## src/rtl/core/dsv_pkg.sv

```systemverilog
// Shared types, constants and controller codes for the decaying sample voice.
// Used by dsv_datapath, dsv_ctrl and decaying_sample_voice_core.
`default_nettype none

package dsv_pkg;

    // Sample table geometry
    localparam int SAMPLE_DEPTH = 8192;
    localparam int ADDR_W       = $clog2(SAMPLE_DEPTH);
    // Index part of the position must reach SAMPLE_DEPTH + 1 after the last step
    localparam int IDX_W        = $clog2(SAMPLE_DEPTH + 2);
    localparam int FRAC_W       = 16;
    localparam int POS_W        = IDX_W + FRAC_W;

    // Fixed-point formats
    localparam int VOL_W   = 25;   // Q1.24
    localparam int PITCH_W = 18;   // Q2.16

    localparam logic [VOL_W-1:0]   ONE_Q24     = 25'd16777216;
    localparam logic [VOL_W-1:0]   DECAY_RESET = 25'd16609443;
    localparam logic [PITCH_W-1:0] PITCH_RESET = 18'd65536;
    localparam logic [PITCH_W-1:0] PITCH_BASE  = 18'd32768;
    localparam logic [PITCH_W-1:0] PITCH_MAX   = 18'd131072;
    localparam logic [15:0]        IDLE_WORD   = 16'd32767;

    // Knob scaling: pitch = 32768 + round(raw * 98304 / 4095)
    localparam int KNOB_FULL   = 4095;
    localparam int PITCH_SPAN  = 98304;
    localparam int PITCH_ROUND = 2047;
    localparam int PN_W        = 29;   // pitch numerator width
    localparam int PQ_W        = 17;   // pitch quotient width
    localparam int PR_W        = 13;   // pitch remainder width (< 2 * 4095)
    localparam int PITCH_SHIFT = 29;
    localparam logic [17:0] PITCH_RECIP = 18'((64'd1 << PITCH_SHIFT) / 64'd4095);

    // Knob scaling: decay = 1.0 - round((4095 - raw) * 2^25 / 4095000)
    localparam int DECAY_NUM_SHIFT = 25;
    localparam int DECAY_ROUND     = 2047500;
    localparam int DECAY_DIV       = 4095000;
    localparam int DN_W            = 37;   // decay numerator width
    localparam int DQ_W            = 16;   // decay quotient width
    localparam int DR_W            = 23;   // decay remainder width (< 2 * 4095000)
    localparam int DECAY_SHIFT     = 38;
    localparam logic [16:0] DECAY_RECIP = 17'((64'd1 << DECAY_SHIFT) / 64'd4095000);
    localparam logic [VOL_W-1:0] DECAY_MIN =
        25'(64'd16777216 - (64'd4095 * 64'd33554432 + 64'd2047500) / 64'd4095000);

    // Item action codes
    typedef enum logic [1:0] {
        ACT_TICK  = 2'd0,
        ACT_GATE  = 2'd1,
        ACT_KNOB  = 2'd2,
        ACT_WRITE = 2'd3
    } t_action;

    typedef struct packed {
        logic [1:0]  action;
        logic        gate_level;
        logic [11:0] raw_pitch;
        logic [11:0] raw_decay;
        logic [12:0] write_address;
        logic [7:0]  write_byte;
    } t_in_item;

    typedef struct packed {
        logic [15:0] pwm_word;
        logic        is_playing;
    } t_out_item;

    // Controller states
    typedef enum logic [3:0] {
        S_IDLE,
        S_TICK_IDX,
        S_TICK_RD0,
        S_TICK_RD1,
        S_TICK_MUL,
        S_TICK_SCALE,
        S_TICK_EMIT,
        S_IDLE_EMIT,
        S_KNOB_EST,
        S_KNOB_REM,
        S_KNOB_FIX
    } t_state;

    // Controller to datapath commands
    typedef struct packed {
        logic gate_we;
        logic mem_we;
        logic knob_load;
        logic knob_est;
        logic knob_rem;
        logic knob_fix;
        logic rd_first;
        logic rd_second;
        logic cap_s0;
        logic cap_diff;
        logic do_interp;
        logic do_scale;
        logic stop;
        logic emit_play;
        logic emit_idle;
    } t_dp_cmd;

    // Datapath to controller status
    typedef struct packed {
        logic playing;
        logic at_end;
        logic out_free;
    } t_dp_status;

endpackage

`default_nettype wire

```

## src/rtl/core/dsv_ctrl.sv

```systemverilog
// Controller state machine of the decaying sample voice: accepts items and
// sequences the datapath through ticks and knob updates. Depends on dsv_pkg.
`default_nettype none

module dsv_ctrl (
    input  wire logic                i_clk,
    input  wire logic                i_rst_n,
    input  wire logic                i_in_valid,
    input  wire logic [1:0]          i_action,
    output logic                     o_in_stall,
    output dsv_pkg::t_dp_cmd         o_cmd,
    input  wire dsv_pkg::t_dp_status i_status
);

    import dsv_pkg::*;

    t_state r_state, n_state;
    logic   w_accept;

    assign w_accept = i_in_valid && !o_in_stall;

    // State register
    always_ff @(posedge i_clk) begin
        if (!i_rst_n) begin
            r_state <= S_IDLE;
        end else begin
            r_state <= n_state;
        end
    end

    // Next state and datapath commands
    always_comb begin
        n_state    = r_state;
        o_cmd      = '0;
        o_in_stall = (r_state != S_IDLE);

        case (r_state)
            S_IDLE: begin
                if (i_in_valid) begin
                    case (t_action'(i_action))
                        ACT_TICK: begin
                            n_state = S_TICK_IDX;
                        end
                        ACT_GATE: begin
                            o_cmd.gate_we = 1'b1;
                        end
                        ACT_KNOB: begin
                            o_cmd.knob_load = 1'b1;
                            n_state         = S_KNOB_EST;
                        end
                        ACT_WRITE: begin
                            o_cmd.mem_we = 1'b1;
                        end
                        default: begin
                        end
                    endcase
                end
            end
            // Idle voice or end of table gives the idle word
            S_TICK_IDX: begin
                if (!i_status.playing) begin
                    n_state = S_IDLE_EMIT;
                end else if (i_status.at_end) begin
                    o_cmd.stop = 1'b1;
                    n_state    = S_IDLE_EMIT;
                end else begin
                    o_cmd.rd_first = 1'b1;
                    n_state        = S_TICK_RD0;
                end
            end
            S_TICK_RD0: begin
                o_cmd.rd_second = 1'b1;
                o_cmd.cap_s0    = 1'b1;
                n_state         = S_TICK_RD1;
            end
            S_TICK_RD1: begin
                o_cmd.cap_diff = 1'b1;
                n_state        = S_TICK_MUL;
            end
            S_TICK_MUL: begin
                o_cmd.do_interp = 1'b1;
                n_state         = S_TICK_SCALE;
            end
            S_TICK_SCALE: begin
                o_cmd.do_scale = 1'b1;
                n_state        = S_TICK_EMIT;
            end
            // Wait for the output register before committing the tick
            S_TICK_EMIT: begin
                if (i_status.out_free) begin
                    o_cmd.emit_play = 1'b1;
                    n_state         = S_IDLE;
                end
            end
            S_IDLE_EMIT: begin
                if (i_status.out_free) begin
                    o_cmd.emit_idle = 1'b1;
                    n_state         = S_IDLE;
                end
            end
            S_KNOB_EST: begin
                o_cmd.knob_est = 1'b1;
                n_state        = S_KNOB_REM;
            end
            S_KNOB_REM: begin
                o_cmd.knob_rem = 1'b1;
                n_state        = S_KNOB_FIX;
            end
            S_KNOB_FIX: begin
                o_cmd.knob_fix = 1'b1;
                n_state        = S_IDLE;
            end
            default: begin
                n_state = S_IDLE;
            end
        endcase
    end

    // The sequencer only leaves idle on an accepted transaction
    a_start_on_accept: assert property (@(posedge i_clk) disable iff (!i_rst_n)
        ((r_state != S_IDLE) && ($past(r_state) == S_IDLE)) |-> $past(w_accept))
        else $error("sequence started without an accepted transaction");

endmodule

`default_nettype wire

```

## config.mk

```make
export PLATFORM = sky130hd
export DESIGN_NAME = dsv_ctrl
export DESIGN_NICKNAME = d
export VERILOG_FILES = /design/src/rtl/core/dsv_pkg.sv /design/src/rtl/core/dsv_ctrl.sv
export SDC_FILE = /design/constraint.sdc
export NUM_CORES = 1
export LEC_CHECK = 0
export BUFFER_PORTS_ARGS = -buffer_cell sky130_fd_sc_hd__buf_4
export CORE_AREA = 2 2 39 41
export CTS_CLUSTER_DIAMETER = 80
export DETAILED_ROUTE_END_ITERATION = 8
export DIE_AREA = 0 0 41 43
export MAX_ROUTING_LAYER = met4
export PLACE_DENSITY = 0.63
export SLEW_MARGIN = 20
export SYNTH_ARGS = -nofsm -noshare
export SYNTH_HDL_FRONTEND = slang
export SYNTH_SLANG_ARGS = --single-unit
```

## constraint.sdc

```tcl
create_clock -name i_clk -period 3.4 [get_ports i_clk]
set_input_delay 0.17 -clock i_clk [delete_from_list [all_inputs] [get_ports i_clk]]
set_output_delay 0.17 -clock i_clk [all_outputs]
set_load 0.01 [all_outputs]
```

==> reports/metrics.yaml, run 1 <==
status: "finished clean"
seq_area_frac_synth_pct: 18.66
wirelength_um: 1134
max-vdd-ir-drop_v: 0.0002675
fill_cells: 154
finalNetCount: 96
cp.depth: 4
antenna_found_initial: 0
cp-end-kind: "primary output"
cts-root-buf: "clkbuf_4"
setup-violations-final: 0
switching_share_pct: 46.89
startpoint: "r_state[2]"
synth_seq_cells: 4
final_common_cell: "buf_4"
die_area_um2: 1763
port_buffers: 23
max_stage_delay_ns: 0.65
p_switching_w: 0.0001946
intPower_w: 0.0002204
num_rows: 14
arrival_ns: 1.53
stdcell_count: 102
drt-pass1-iter-count: 4
areaGrowthSynthToFinish_pct: 43.44
syn-instance-count: 65
yosysUniqueCellTypes: 26
r2r_start: "r_state[2]"
slowest_stage: "dfxtp_1"
cts_buffers: 3
initial_core_util_pct: 31.01
grt_pass1_wl_um: 1849
hp-start: "i_rst_n"
finalWeightedCongestion: 0.7427
crit_buf_inv: 1
synth_warnings: 0
crit_end: "o_cmd[10]"
fmax_mhz: 588.3
crit_required_ns: 3.23
place_inst: 99
grt_pass1_vias: 443
reg_top3: "r_state: 4 flops"
worstMarginPinSlew_ns: 0.5562
io-pin-count: 24
die_y_um: 43
critPathTopFamily: "flip-flops"
reg2regPathDepth: 4
overflow: 0
rsz0062_at_grt: "no"
cts_buffer_depth: 2
vias: 528
clock_sinks: 4
num_antenna_cells: 0
via_per_inst: 5.176
most-common-layout-cells: "23 x buf_4, 10 x nor2_1, 5 x nand2b_1, 5 x nand2_1, 5 x nor3_1"
period_share_pct: 50.00
syn_area_um2: 429.2
clkPwrFrac_pct: 14.3
seq_power_share_pct: 30.6
clk_pin_slew_worst_paths_ns: 0.04
clock_latency_ns: 0.24
timing.max_cap.violations: 0
hold_viol: 0
dp_hpwl_um: 845.1
regMostFlops: "r_state"
fp.dieW_um: 41
cts_tree: "done"
synth_nets: 73
grt_max_degree: 18
drt_iter0_markers: 8
cts_hold_buffers: 0
largest_register_ffs: 4
start_kind: "flip-flop"
grt_util_all_layers_pct: 15.61
drv_slew: 0
cp_max_fo: 16
fin_crit_ns: 1.700
skew_ns: 0.007364
ctsResizeCount: 0
ant_nets: 0
setup_tns_ns: 0
cts_max_level: 1
rr_endpoint: "r_state[0]"
p_leak_nw: 0.2807
r2r_setup_slack_ns: 1.97
wl_per_cell_um: 11.12
coreArea_um2: 1384
route.detailed.drc: 0
worstSetupPathType: "reg2out"
drive_above_1_share_pct: 33.72
combPwrFrac_pct: 55.1
worstPathCellList: "nand2b_1, nor2_1, and2_1, buf_4"
hold_class: "in2reg"
avgSynthCellArea_um2: 6.602
post-cts-setup-buffers: 0
power_density_nw_per_um2: 674.0
slew_headroom_pct: 62.87
power groups by stage:
stage	clock network (W)	registers (W)	logic (W)
2_1_floorplan	0	0.0000864	0.000195
5_1_grt	0.0000659	0.000133	0.000258
6_report	0.0000592	0.000127	0.000229
3_5_place_dp	0	0.000127	0.000233
3_3_place_gp	0	0.000125	0.000228
4_1_cts	0.0000627	0.000126	0.000233
stage by stage:
stage	util [%]	total power (W)	hold slack [ns]	setup slack, ns	area [um2]
6_report	44.48	0.0004149	0.1736	1.700	615.6
5_1_grt	44.48	0.0004573	0.1901	1.535	615.6
3_3_place_gp	42.86	0.0003537	0.4201	1.966	593.1
4_1_cts	44.48	0.0004215	0.1634	1.696	615.6
2_1_floorplan	-	0.0002817	0.2875	2.133	429.2
3_5_place_dp	42.86	0.0003605	0.4227	1.949	593.1
routing by layer:
layer,share of wire [%],up-vias,GRT usage [%],wire [um]
met2,52,18,25.94,594
met5,0,-,-,0
met4,0.88,0,8.000,10
met1,41,239,16.29,464
li1,-,269,-,-
met3,5.6,2,3.141,64
cells by family (layout without fill, tap and decap cells):
| group | after synthesis | count (layout) | synth area share (%) |
|---|---|---|---|
| AO/OA/AOI/OAI | 12 | 12 | 17.49 |
| buffers and inverters | 9 | 30 | 10.20 |
| flip-flops | 4 | 4 | 18.66 |
| AND/OR/NAND/NOR | 40 | 40 | 53.65 |
layout make-up:
class / instances / area, um2 / area share (%)
tap: 16 / 20.02 / 3.252
inverter: 4 / 15.01 / 2.439
sequential: 4 / 80.08 / 13.01
multi-input combinational: 52 / 305.3 / 49.59
timing repair buffer: 23 / 172.7 / 28.05
clock buffer: 3 / 22.52 / 3.659
cell usage after synthesis:
cell,instances,area [um2]
nor2_1,10,37.54
nand2_1,5,18.77
nand2b_1,5,31.28
nor3_1,5,25.02
dfxtp_1,4,80.08
a21oi_1,3,15.01
and3_1,3,18.77
inv_1,3,11.26
nor2b_1,3,18.77
o21ai_0,3,15.01
buf_2,2,10.01
buf_4,2,15.01
nand3_1,2,10.01
nor4b_1,2,17.52
o211ai_1,2,15.01
a2111oi_0,1,8.760
a21oi_2,1,8.760
and2_1,1,6.260
clkbuf_1,1,3.750
inv_2,1,3.750
nand4b_1,1,8.760
nor4_1,1,6.260
nor4_4,1,21.27
nor4bb_1,1,10.01
o21a_1,1,7.510
o21ai_1,1,5.000
how the worst min path moves through the flow:
| stage | to | slack [ns] | depth (start not counted) |
|---|---|---|---|
| 2_1_floorplan | r_state[1] | 0.29 | 1 |
| 3_3_place_gp | r_state[1] | 0.42 | 2 |
| 3_5_place_dp | r_state[1] | 0.42 | 2 |
| 4_1_cts | r_state[1] | 0.16 | 2 |
| 5_1_grt | r_state[1] | 0.19 | 2 |
| 6_report | r_state[1] | 0.17 | 2 |
No activity file was read; power rests on OpenSTA's default activity.
==> run 2: changes to the inputs <==
==> constraint.sdc (replaced) <==
create_clock -name i_clk -period 1.7 [get_ports i_clk]
set_input_delay 0.085 -clock i_clk [delete_from_list [all_inputs] [get_ports i_clk]]
set_output_delay 0.085 -clock i_clk [all_outputs]
set_load 0.01 [all_outputs]
==> reports/metrics.yaml, run 2 (synthesis gave the netlist of run 1 again) <==
vias: 532
drt_iter0_markers: 10
clock_sinks: 4
clk_pin_slew_worst_paths_ns: 0.04
most-common-layout-cells: "23 x buf_4, 10 x nor2_1, 5 x nand2b_1, 5 x nand2_1, 5 x nor3_1"
regMostFlops: "r_state"
start_kind: "flip-flop"
finalNetCount: 96
stdcell_count: 102
r2r_setup_slack_ns: 0.25
grt_max_degree: 18
skew_ns: 0.0008598
cp_max_fo: 13
grt_util_all_layers_pct: 14.48
fmax_mhz: 628.3
fp.dieW_um: 41
place_inst: 99
drt-pass1-iter-count: 4
cts_buffers: 3
overflow: 0
setup_tns_ns: 0
num_antenna_cells: 0
cp-end-kind: "primary output"
die_y_um: 43
reg_top3: "r_state: 4 flops"
drv_slew: 0
cts_buffer_depth: 2
post-cts-setup-buffers: 0
num_rows: 14
worstSetupPathType: "reg2out"
rsz0062_at_grt: "no"
hold_viol: 0
slew_headroom_pct: 66.58
antenna_found_initial: 0
finalWeightedCongestion: 0.8060
coreArea_um2: 1384
timing.max_cap.violations: 0
grt_pass1_wl_um: 1731
wirelength_um: 1086
via_per_inst: 5.216
cts_tree: "done"
worstMarginPinSlew_ns: 0.5006
setup-violations-final: 0
grt_pass1_vias: 443
cts-root-buf: "clkbuf_4"
port_buffers: 23
initial_core_util_pct: 31.01
cts_hold_buffers: 0
route.detailed.drc: 0
wl_per_cell_um: 10.65
ant_nets: 0
hold_class: "in2reg"
areaGrowthSynthToFinish_pct: 44.02
worstPathCellList: "nand2b_1, nor4b_1, buf_4"
crit_required_ns: 1.62
period_share_pct: 93.63
drive_above_1_share_pct: 36.05
arrival_ns: 1.51
power.total_w: 0.0008355
dp_hpwl_um: 794
clock_latency_ns: 0.23
status: "finished clean"
max_stage_delay_ns: 0.59
p_leak_nw: 0.2812
power_density_nw_per_um2: 1352
die_area_um2: 1763
final_common_cell: "buf_4"
fin_crit_ns: 1.592
max-vdd-ir-drop_v: 0.0005453
cts_max_level: 1
slowest_stage: "dfxtp_1"
io-pin-count: 24
largest_register_ffs: 4
[run 2: power breakdown]
part	internal (W)	switching (W)
Sequential	0.000130	0.000123
Combinational	0.000239	0.000227
Clock	0.0000789	0.0000372
Total	0.000448	0.000387
[run 2: what timing repair did]
| action | in CTS | in global routing |
|---|---|---|
| endpoints found under the hold margin | 0 | 0 |
| gates resized for setup | 0 | 2 |
| endpoints found under the setup margin | 0 | 6 |
[run 2: layer usage]
metal / track usage, % / up-vias / part of all wire, %
li1: - / 269 / -
met1: 17.25 / 235 / 45
met2: 22.50 / 26 / 48
met3: 1.571 / 2 / 5.7
met4: 8.000 / 0 / 1.5
met5: - / - / 0
[run 2: final timing paths]
check / depth (start not counted) / start / end
setup reg to reg: 4 / r_state[3] / r_state[0]
hold / removal: 2 / i_rst_n / r_state[1]
hold reg to reg: 2 / r_state[2] / r_state[2]
setup / recovery: 3 / r_state[0] / o_cmd[8]
[run 2: critical path, delay by kind of cell (launching register included)]
kind,cells,cell delay [ns]
AND/OR/NAND/NOR,2,0.50
flip-flops,1,0.59
buffers and inverters,1,0.18
[run 2: layout make-up]
class | count | area (um2)
clock buffers | 3 | 22.52
fillers | 149 | 765.7
inverters | 4 | 15.01
multi-input cells | 52 | 305.3
flip-flops and latches | 4 | 82.58
well taps | 16 | 20.02
repair buffers | 23 | 172.7
[run 2: metrics by stage]
step	area [um2]	worst slack [ns]	hold slack, ns	utilization, %
2_1_floorplan	429.2	0.5183	0.2025	-
3_3_place_gp	593.1	0.3134	0.3436	42.86
3_5_place_dp	593.1	0.2747	0.3448	42.86
4_1_cts	615.6	0.07823	0.09941	44.48
5_1_grt	618.1	0.004625	0.1073	44.67
6_report	618.1	0.1084	0.1078	44.67
